--- src/b32d_pkg.sv ---
// b32d_pkg: shared types and constants for the streaming base32 decoder
// no dependencies; used by b32d_symbol, b32d_core and base32_decoder

package b32d_pkg;

    // payload of one input transaction
    typedef struct packed {
        logic [7:0] in_char;
        logic       final_char;
    } t_in;

    // payload of one result transaction
    typedef struct packed {
        logic [7:0] out_byte;
        logic       byte_valid;
        logic       msg_done;
        logic       decode_error;
    } t_out;

    // symbol lookup result
    typedef struct packed {
        logic       valid;
        logic [4:0] value;
    } t_sym;

    localparam logic [7:0] PAD_CHAR      = 8'h3D;
    localparam logic [7:0] DIGIT_ZERO    = 8'h30;
    localparam logic [7:0] DIGIT_NINE    = 8'h39;
    localparam logic [7:0] DIGIT_TWO     = 8'h32;
    localparam logic [7:0] DIGIT_SEVEN   = 8'h37;
    localparam logic [7:0] LETTER_A      = 8'h41;
    localparam logic [7:0] LETTER_V      = 8'h56;
    localparam logic [7:0] LETTER_Z      = 8'h5A;
    localparam logic [7:0] HEX_LETTER_OFS = 8'h37;  // 'A' maps to 10
    localparam logic [7:0] STD_DIGIT_OFS  = 8'h18;  // '2' maps to 26

    localparam logic [2:0] LAST_POSITION = 3'd7;
    localparam logic [2:0] MAX_PADS      = 3'd7;

endpackage

--- src/b32d_symbol.sv ---
// b32d_symbol: maps one character to its 5-bit symbol in the selected alphabet
// depends on b32d_pkg

module b32d_symbol (
    input  logic             i_hex,
    input  logic [7:0]       i_char,
    output b32d_pkg::t_sym   o_sym
);

    always_comb begin
        o_sym = '0;
        if (i_hex) begin
            unique case (i_char) inside
                [b32d_pkg::DIGIT_ZERO:b32d_pkg::DIGIT_NINE]: begin
                    o_sym.valid = 1'b1;
                    o_sym.value = 5'(i_char - b32d_pkg::DIGIT_ZERO);
                end
                [b32d_pkg::LETTER_A:b32d_pkg::LETTER_V]: begin
                    o_sym.valid = 1'b1;
                    o_sym.value = 5'(i_char - b32d_pkg::HEX_LETTER_OFS);
                end
                default: o_sym = '0;
            endcase
        end else begin
            unique case (i_char) inside
                [b32d_pkg::LETTER_A:b32d_pkg::LETTER_Z]: begin
                    o_sym.valid = 1'b1;
                    o_sym.value = 5'(i_char - b32d_pkg::LETTER_A);
                end
                [b32d_pkg::DIGIT_TWO:b32d_pkg::DIGIT_SEVEN]: begin
                    o_sym.valid = 1'b1;
                    o_sym.value = 5'(i_char - b32d_pkg::STD_DIGIT_OFS);
                end
                default: o_sym = '0;
            endcase
        end
    end

endmodule

--- src/b32d_core.sv ---
// b32d_core: per-message decode state and the result of one character
// depends on b32d_pkg; instantiates b32d_symbol

module b32d_core (
    input  logic            i_clk,
    input  logic            i_rst_n,
    input  logic            i_hex,
    input  logic            i_step,
    input  b32d_pkg::t_in   i_item,
    output b32d_pkg::t_out  o_result
);

    logic [11:0] r_acc,       n_acc;
    logic [2:0]  r_held,      n_held;
    logic [2:0]  r_group_pos, n_group_pos;
    logic [2:0]  r_data_pos,  n_data_pos;
    logic [2:0]  r_pad_cnt,   n_pad_cnt;
    logic        r_in_pad,    n_in_pad;
    logic        r_full,      n_full;
    logic        r_err,       n_err;

    b32d_pkg::t_sym sym;
    logic           is_pad;
    logic [11:0]    acc_shift;
    logic [3:0]     held_sum;
    logic [2:0]     held_left;
    logic [11:0]    keep_mask;
    logic           fin_err;

    b32d_symbol u_symbol (
        .i_hex  (i_hex),
        .i_char (i_item.in_char),
        .o_sym  (sym)
    );

    always_comb begin
        is_pad      = (i_item.in_char == b32d_pkg::PAD_CHAR);
        acc_shift   = {r_acc[6:0], sym.value};
        held_sum    = {1'b0, r_held} + 4'd5;
        held_left   = 3'(held_sum - 4'd8);
        keep_mask   = 12'((12'd1 << held_left) - 12'd1);

        n_acc       = r_acc;
        n_held      = r_held;
        n_data_pos  = r_data_pos;
        n_pad_cnt   = r_pad_cnt;
        n_in_pad    = r_in_pad;
        n_err       = r_err;
        o_result    = '0;

        if (is_pad) begin
            if (r_pad_cnt == b32d_pkg::MAX_PADS) begin
                n_err = 1'b1;
            end else begin
                n_pad_cnt = r_pad_cnt + 3'd1;
            end
            n_in_pad = 1'b1;
        end else if (!sym.valid || r_in_pad) begin
            n_err = 1'b1;
        end else begin
            n_data_pos = r_data_pos + 3'd1;
            if (held_sum >= 4'd8) begin
                // a byte is complete: take the top eight pending bits
                o_result.out_byte   = 8'(acc_shift >> held_left);
                o_result.byte_valid = 1'b1;
                n_held              = held_left;
                n_acc               = acc_shift & keep_mask;
            end else begin
                n_held = held_sum[2:0];
                n_acc  = acc_shift;
            end
        end

        n_full      = r_full | (r_group_pos == b32d_pkg::LAST_POSITION);
        n_group_pos = r_group_pos + 3'd1;

        // end-of-message checks
        fin_err = n_err;
        if (is_pad) begin
            if (n_group_pos != 3'd0 || !n_full) fin_err = 1'b1;
        end else if (n_in_pad) begin
            fin_err = 1'b1;
        end
        if (n_data_pos == 3'd1 || n_data_pos == 3'd3 || n_data_pos == 3'd6) begin
            fin_err = 1'b1;
        end

        if (i_item.final_char) begin
            o_result.msg_done     = 1'b1;
            o_result.decode_error = fin_err;
            n_acc       = '0;
            n_held      = '0;
            n_group_pos = '0;
            n_data_pos  = '0;
            n_pad_cnt   = '0;
            n_in_pad    = 1'b0;
            n_full      = 1'b0;
            n_err       = 1'b0;
        end
    end

    always_ff @(posedge i_clk) begin
        if (!i_rst_n) begin
            r_acc       <= '0;
            r_held      <= '0;
            r_group_pos <= '0;
            r_data_pos  <= '0;
            r_pad_cnt   <= '0;
            r_in_pad    <= 1'b0;
            r_full      <= 1'b0;
            r_err       <= 1'b0;
        end else if (i_step) begin
            r_acc       <= n_acc;
            r_held      <= n_held;
            r_group_pos <= n_group_pos;
            r_data_pos  <= n_data_pos;
            r_pad_cnt   <= n_pad_cnt;
            r_in_pad    <= n_in_pad;
            r_full      <= n_full;
            r_err       <= n_err;
        end
    end

endmodule

--- src/base32_decoder.sv ---
// base32_decoder: top level of the streaming base32 decoder
// depends on b32d_pkg; instantiates b32d_core
//
// usage
//   input channel: one character per transaction (i_in_valid / o_in_stall),
//   with final_char set on the last character of a message
//   output channel: exactly one result per character (o_out_valid /
//   i_out_stall); byte_valid marks a decoded byte, msg_done marks the
//   result of the final character and carries decode_error
//   on decode_error the bytes already delivered for that message are bad
//   hex_alphabet register: i_cfg_wr_en / i_cfg_wr_data, 0 = A-Z,2-7,
//   1 = 0-9,A-V; write it only while the decoder is idle
// timing
//   a character sits one cycle in the input register, is decoded by the
//   alphabet lookup and shift logic, and lands in the output register:
//   two cycles from acceptance to result, one character per cycle sustained,
//   set by the single-cycle update of the accumulator state
// reset and stall
//   synchronous active-low reset empties both registers, clears message
//   state and selects the standard alphabet
//   a stalled output holds its result; the input register still takes one
//   more character, then o_in_stall rises until the output drains

module base32_decoder (
    input  logic            i_clk,
    input  logic            i_rst_n,
    input  logic            i_cfg_wr_en,
    input  logic            i_cfg_wr_data,
    input  logic            i_in_valid,
    output logic            o_in_stall,
    input  b32d_pkg::t_in   i_in,
    output logic            o_out_valid,
    input  logic            i_out_stall,
    output b32d_pkg::t_out  o_out
);

    logic            r_hex;
    logic            r_in_valid;
    b32d_pkg::t_in   r_in;
    logic            r_out_valid;
    b32d_pkg::t_out  r_out;

    b32d_pkg::t_out  result;
    logic            out_free;
    logic            step;
    logic            in_take;

    // output register can take a new result when empty or being drained
    assign out_free   = !r_out_valid || !i_out_stall;
    // decode the held character when its result has somewhere to go
    assign step       = r_in_valid && out_free;
    assign o_in_stall = r_in_valid && !out_free;
    assign in_take    = i_in_valid && !o_in_stall;

    b32d_core u_core (
        .i_clk    (i_clk),
        .i_rst_n  (i_rst_n),
        .i_hex    (r_hex),
        .i_step   (step),
        .i_item   (r_in),
        .o_result (result)
    );

    // alphabet select register
    always_ff @(posedge i_clk) begin
        if (!i_rst_n) begin
            r_hex <= 1'b0;
        end else if (i_cfg_wr_en) begin
            r_hex <= i_cfg_wr_data;
        end
    end

    // input register
    always_ff @(posedge i_clk) begin
        if (!i_rst_n) begin
            r_in_valid <= 1'b0;
        end else if (in_take) begin
            r_in_valid <= 1'b1;
        end else if (step) begin
            r_in_valid <= 1'b0;
        end
    end

    always_ff @(posedge i_clk) begin
        if (in_take) begin
            r_in <= i_in;
        end
    end

    // result register
    always_ff @(posedge i_clk) begin
        if (!i_rst_n) begin
            r_out_valid <= 1'b0;
        end else if (out_free) begin
            r_out_valid <= step;
        end
    end

    always_ff @(posedge i_clk) begin
        if (step) begin
            r_out <= result;
        end
    end

    assign o_out_valid = r_out_valid;
    assign o_out       = r_out;

endmodule

--- config.mk ---
export PLATFORM = sky130hd
export DESIGN_NAME = base32_decoder
export DESIGN_NICKNAME = d
export VERILOG_FILES = /design/src/b32d_pkg.sv /design/src/b32d_symbol.sv /design/src/b32d_core.sv /design/src/base32_decoder.sv
export SDC_FILE = /design/constraint.sdc
export NUM_CORES = 1
export LEC_CHECK = 0
export BUFFER_PORTS_ARGS = -buffer_cell sky130_fd_sc_hd__buf_2
export CORE_ASPECT_RATIO = 0.5
export CORE_MARGIN = 1.5
export CORE_UTILIZATION = 35
export DETAILED_ROUTE_END_ITERATION = 10
export PLACE_DENSITY_LB_ADDON = 0.3
export REMOVE_ABC_BUFFERS = 1
export SKIP_LAST_GASP = 1
export SYNTH_ARGS = -nofsm -noshare
export SYNTH_HDL_FRONTEND = slang
export SYNTH_SLANG_ARGS = --single-unit
--- constraint.sdc ---
create_clock -name i_clk -period 4.4 [get_ports i_clk]
set_clock_uncertainty 0.2 [all_clocks]
set_input_delay 0.22 -clock i_clk [delete_from_list [all_inputs] [get_ports i_clk]]
set_output_delay 0.22 -clock i_clk [all_outputs]
set_load 0.03 [all_outputs]
After elaboration in Yosys (flattened, before gate mapping):

Index checks and enable logic that the tools add are counted.

* register bits after elaboration: 45
* bits in read-only memories: 0
* input bits: 15
* bits in latches: 0
* memories kept: 0
* output and inout port bits: 13
* RAM bits: 0

* reductions and logical operators: 25
* divide/modulo/power cells: 0
* equality and inequality tests: 9
* mux-type cells: 33
* order comparisons: 8
* add/sub/neg operators: 10
* shift operators: 2
* bitwise gates (word level): 3
* multiply operators: 0

Operators by type and width (count)
* 2-to-1 mux 3 bit: 11
* 2-to-1 mux 7 bit: 4
* case mux 6 bit (2 select lines): 2
* >= comparator 8 x 6 -> 1 bit (second input constant): 2
* less-or-equal comparator 8 x 6 -> 1 bit (second input constant): 2
* less-or-equal comparator 8 x 7 -> 1 bit (second input constant): 2
* subtractor 5 bit (second input constant): 3
* 2-to-1 mux 1 bit: 14
* right shift 12 x 3 -> 8 bit: 1
* adder 3 x 1 -> 3 bit (second input constant): 3
* == test 3 bit (second input constant): 3
* == test 8 x 6 -> 1 bit (second input constant): 1
* >= comparator 8 x 7 -> 1 bit (second input constant): 1
* AND 7 bit: 1
* logical AND 1 bit: 7
* << shifter 1 x 3 -> 7 bit (first input constant): 1
* subtractor 7 x 1 -> 7 bit (second input constant): 1
* zero test 1 bit: 6
* 2-to-1 mux 6 bit: 1
* inequality test 2 bit (second input constant): 3
* AND reduction 3 bit: 2
* logical OR 1 bit: 5
* subtractor 5 x 1 -> 5 bit (second input constant): 1
* adder 3 x 3 -> 4 bit (second input constant): 1
* 11 further kinds: 12

Depth between registers and ports, before layout:

* depth in word-level cells: 13
* mapped depth: 11

Hierarchy:

A second synthesis with hierarchy kept.

* cell total of the unflattened synthesis: 315
* area, all modules: 3009.1 um^2

By module, submodules not included
* b32d_core: area an instance 1717.9 um^2, cells each 207, seq. area each 440.4 um^2, times used 1
* base32_decoder: area an instance 720.7 um^2, cells each 31, seq. area each 660.6 um^2, times used 1
* b32d_symbol: area an instance 570.5 um^2, cells each 77, seq. area each 0.0 um^2, times used 1

Worst setup path before layout:

OpenSTA, ideal clock, no wires.

* path type: register -> register
* start: register r_in[4] in the netlist's numbering
* end: register r_out (netlist bit o_out[3]), data pin
* clock period less this slack: 3044 ps
* required time: 4042 ps
* data arrival time: 2686 ps
* setup time: 158 ps
* setup slack: 1356 ps
* stages on the path, launching flop included: 11
* path through: edfxtp_1 -> buf_2 -> inv_1 -> ha_1 -> or3b_1 -> o311ai_4 -> a221oi_2 -> a2111o_1 -> buf_6 -> or4_1 -> o211ai_1

* word-level cells in the longest chain between the ends: 7
* elaborated cells between the ends (all ways): 23
* those cells by class: add/sub (4); order compare (7); eq/ne (1); shift (1); mux (3); reduce/logical (7)

RTL lines
* start: declaration: line base32_decoder.sv:39 `b32d_pkg::t_in r_in;`
* start signal: assignment: line base32_decoder.sv:86 `r_in <= i_in;`
* parallel branches: the longest is 7 deep, another holds >= comparator 8 x 6 -> 1 bit
* end signal: assignment: line base32_decoder.sv:101 `r_out <= result;`
* end: declaration: line base32_decoder.sv:41 `b32d_pkg::t_out r_out;`

Several ways; the timed one is not identified.
A chain may end at the register's enable or synchronous reset.

Worst setup path after layout:

Ends and elaborated chain as after synthesis.

==> results.sh <==
export IMPL_fin_nets=366
export IMPL_portBuffers=27
export IMPL_grt_total_usage=0.161
export IMPL_grt_max_degree=24
export IMPL_hp_class="in2reg"
export IMPL_root_buffer="clkbuf_16"
export IMPL_dp_cells=430
export IMPL_die_area_um2=8740
export IMPL_ff_latch_area_um2=1080
export IMPL_drc_errors=0
export IMPL_ys_types=66
export IMPL_setup_tns_ps=0
export IMPL_firstDrtPassIters=4
export IMPL_combPwrFrac=0.123
export IMPL_syn_area_um2=2850
export IMPL_finalCritPeriodShare=0.786
export IMPL_crit_required_ps=4330
export IMPL_holdPathStages=3
export IMPL_p_leak_nw=1.25
export IMPL_ys_warnings_count=0
export IMPL_start_kind="flop"
export IMPL_cts_tree="done"
export IMPL_async_flop_share=0
export IMPL_rr_worst_depth=9
export IMPL_fp_dieW_um=131
export IMPL_synthToLayoutAreaGrowth_pct=15.7
export IMPL_power_frac_clock=0.396
export IMPL_status="finished, final reports clean"
export IMPL_drive_gt1_frac=0.137
export IMPL_post_drt_wl_per_cell_um=14.6
export IMPL_switchingPower_w=0.000242
export IMPL_swShare=0.253
export IMPL_ys_seq_area_frac=0.379
export IMPL_yosysTopAreaCell="edfxtp_1"
export IMPL_cts_resized=0
export IMPL_power_frac_seq=0.481
export IMPL_synth_top_area_frac=0.210
export IMPL_yosysMostFrequentCell="dfxtp_1"
export IMPL_routabilityCongestion=0.952
export IMPL_drv_slew=0
export IMPL_tightest_slew_ps=872
export IMPL_dp_hpwl_mm=4.75
export IMPL_dr_first_iter_drc_count=238
export IMPL_num_antenna_cells=0
export IMPL_crit_arrival_ps=3390
export IMPL_reg2reg_to="o_out[3]$_SDFFCE_PP0P_"
export IMPL_ys_seq_elements=44
export IMPL_ir_drop_mv=0.184
export IMPL_insertion_delay_ps=280
export IMPL_rsz0062_at_grt="no"
export IMPL_multi_input_area_um2=1640
export IMPL_clk_pin_slew_ps=60
export IMPL_finalHoldViolCount=0
export IMPL_relSlewSlack=0.414
export IMPL_clockBufferDepth=2
export IMPL_hold_end="r_hex$_SDFFE_PN0P_"
export IMPL_synth_main_ff_cell="dfxtp_1"
export IMPL_max_freq_mhz=289
export IMPL_h_tree_depth=2
export IMPL_antenna_left=0
export IMPL_wl_mm=6.55
export IMPL_postSynthAreaPerCell_um2=9.30
export IMPL_yosys_top_cells_area="edfxtp_1, dfxtp_1, ha_1, a21oi_1, mux2i_1"
export IMPL_grt_pass1_wl_mm=11.0
export IMPL_power_internal_w=0.000714
export IMPL_final_cell_count_no_fill=448
export IMPL_fp_coreArea_um2=7940
export IMPL_crit_fanout=12
export IMPL_synth_edf_count=20
export IMPL_antenna_found_initial=0
export IMPL_final_fill_count=819
export IMPL_worstReg2RegStart="r_in[4]$_DFFE_PP_"
export IMPL_power_density_nw_per_um2=290
export IMPL_dieHeight_um=66.9
export IMPL_finalSetupViolCount=0
export IMPL_start_util=0.359
export IMPL_rrSetupSlack_ps=940
export IMPL_hp_start="i_cfg_wr_data"
export IMPL_cp_end_kind="flop"
export IMPL_synth_commonest_cells="dfxtp_1, nor2_1, a21oi_1"
export IMPL_dr_total_vias=2440
export IMPL_period_minus_slack_ps=3460
export IMPL_routed_via_density=5.45
export IMPL_crit_type="reg2reg"
export IMPL_cts_sinks=44
export IMPL_cts_inserted_buffers=5
export IMPL_io_pins=28
export IMPL_maxCapViolations=0
export IMPL_syn_inst=307
export IMPL_grt_pass1_vias=2300
export IMPL_grt_overflow=0
export IMPL_rows=23
## critical path, stage by stage (launching register included)
cell and delay (ps):
edfxtp_1 560, inv_1 240, ha_1 200, or3b_1 410, o311ai_4 310, a221oi_2 140, a2111o_1 540, or3_1 440
a21o_1 190, o211ai_1 80
## power by group through the flow
stage / clock network, W / logic (W) / registers (W)
final: 0.000379 / 0.000117 / 0.000460
after global routing: 0.000397 / 0.000130 / 0.000463
after CTS: 0.000386 / 0.000117 / 0.000459
after detailed placement: 0 / 0.000110 / 0.000468
after global placement: 0 / 0.000108 / 0.000467
after floorplan: 0 / 0.0000686 / 0.000474
## metal layers
layer	part of all wire	track usage	wire length, µm	vias to the layer above
met5	0	0	0	-
met4	0.012	0.0453	79	0
met3	0.053	0.0305	345	10
met2	0.46	0.271	2980	66
met1	0.48	0.211	3140	1150
li1	-	-	-	1214
## cell type report
class	count	share of cell area
multi-input cells	232	0.495
well taps	112	0.0424
clock buffers	7	0.0432
clock inverters	1	0.00227
repair buffers	38	0.0735
inverters	14	0.0159
flip-flops and latches	44	0.327
## cells by family (layout without fill, tap and decap cells)
logic type	after synthesis	count (layout)	share of synthesized area
buf+inv	31	60	0.0482
xor+xnor	6	6	0.0184
mux	13	13	0.0473
fa+ha+maj	16	16	0.0701
simple gates	97	97	0.178
flops	44	44	0.379
compound gates	100	100	0.259
## worst max-delay path by stage
stage / startpoint / to / slack [ps] / depth (start not counted)
after floorplan: r_in[4]$_DFFE_PP_ / o_out[3]$_SDFFCE_PP0P_ / 1320 / 9
after global placement: r_in[4]$_DFFE_PP_ / o_out[3]$_SDFFCE_PP0P_ / 1020 / 9
after detailed placement: r_in[4]$_DFFE_PP_ / o_out[6]$_SDFFCE_PP0P_ / 970 / 9
after CTS: r_in[4]$_DFFE_PP_ / o_out[3]$_SDFFCE_PP0P_ / 960 / 9
after global routing: r_in[4]$_DFFE_PP_ / o_out[5]$_SDFFCE_PP0P_ / 740 / 9
final: r_in[4]$_DFFE_PP_ / o_out[3]$_SDFFCE_PP0P_ / 940 / 9
## registers in the layout, indices dropped and copies added (netlist names), 3 cells and up
signal              count
o_out                  11
r_in                    9
u_core.r_acc            7
u_core.r_data_pos       3
u_core.r_group_pos      3
u_core.r_held           3
u_core.r_pad_cnt        3
## through the flow
step           total power, W  area [µm²]  hold WS, ps   util  setup WS, ps
2_1_floorplan        0.000542        2770          119      -          1320
3_3_place_gp         0.000575        3050          197  0.384          1020
3_5_place_dp         0.000578        3050          201  0.384           974
4_1_cts              0.000963        3300         5.40  0.416           957
5_1_grt              0.000990        3300         43.9  0.416           742
6_report             0.000956        3300         12.5  0.416           940
## cell usage in the layout, fill, tap and decap left out, types with 4 or more instances in the layout
cell type	Yosys	routed
dlygate4sd3_1	0	10
clkbuf_16	0	5
buf_2	5	27
nand3_1	8	8
ha_1	16	16
o21ai_0	17	17
nor2_1	22	22
o211ai_1	5	5
mux2i_1	9	9
edfxtp_1	20	20
dfxtp_1	24	24
o22a_1	4	4
nor2b_1	11	11
inv_1	13	13
xnor2_1	4	4
a32o_1	4	4
mux2_2	4	4
a22oi_1	5	5
nor3_1	9	9
and3_1	6	6
a21oi_1	21	21
nand2_1	20	20
o21a_1	4	4
## repair_timing
item | in CTS | in global routing
hold buffers | 10 | 0
endpoints found under the hold margin | 10 | 0
setup buffers | 0 | 0
No activity file was read; power rests on OpenSTA's default activity.
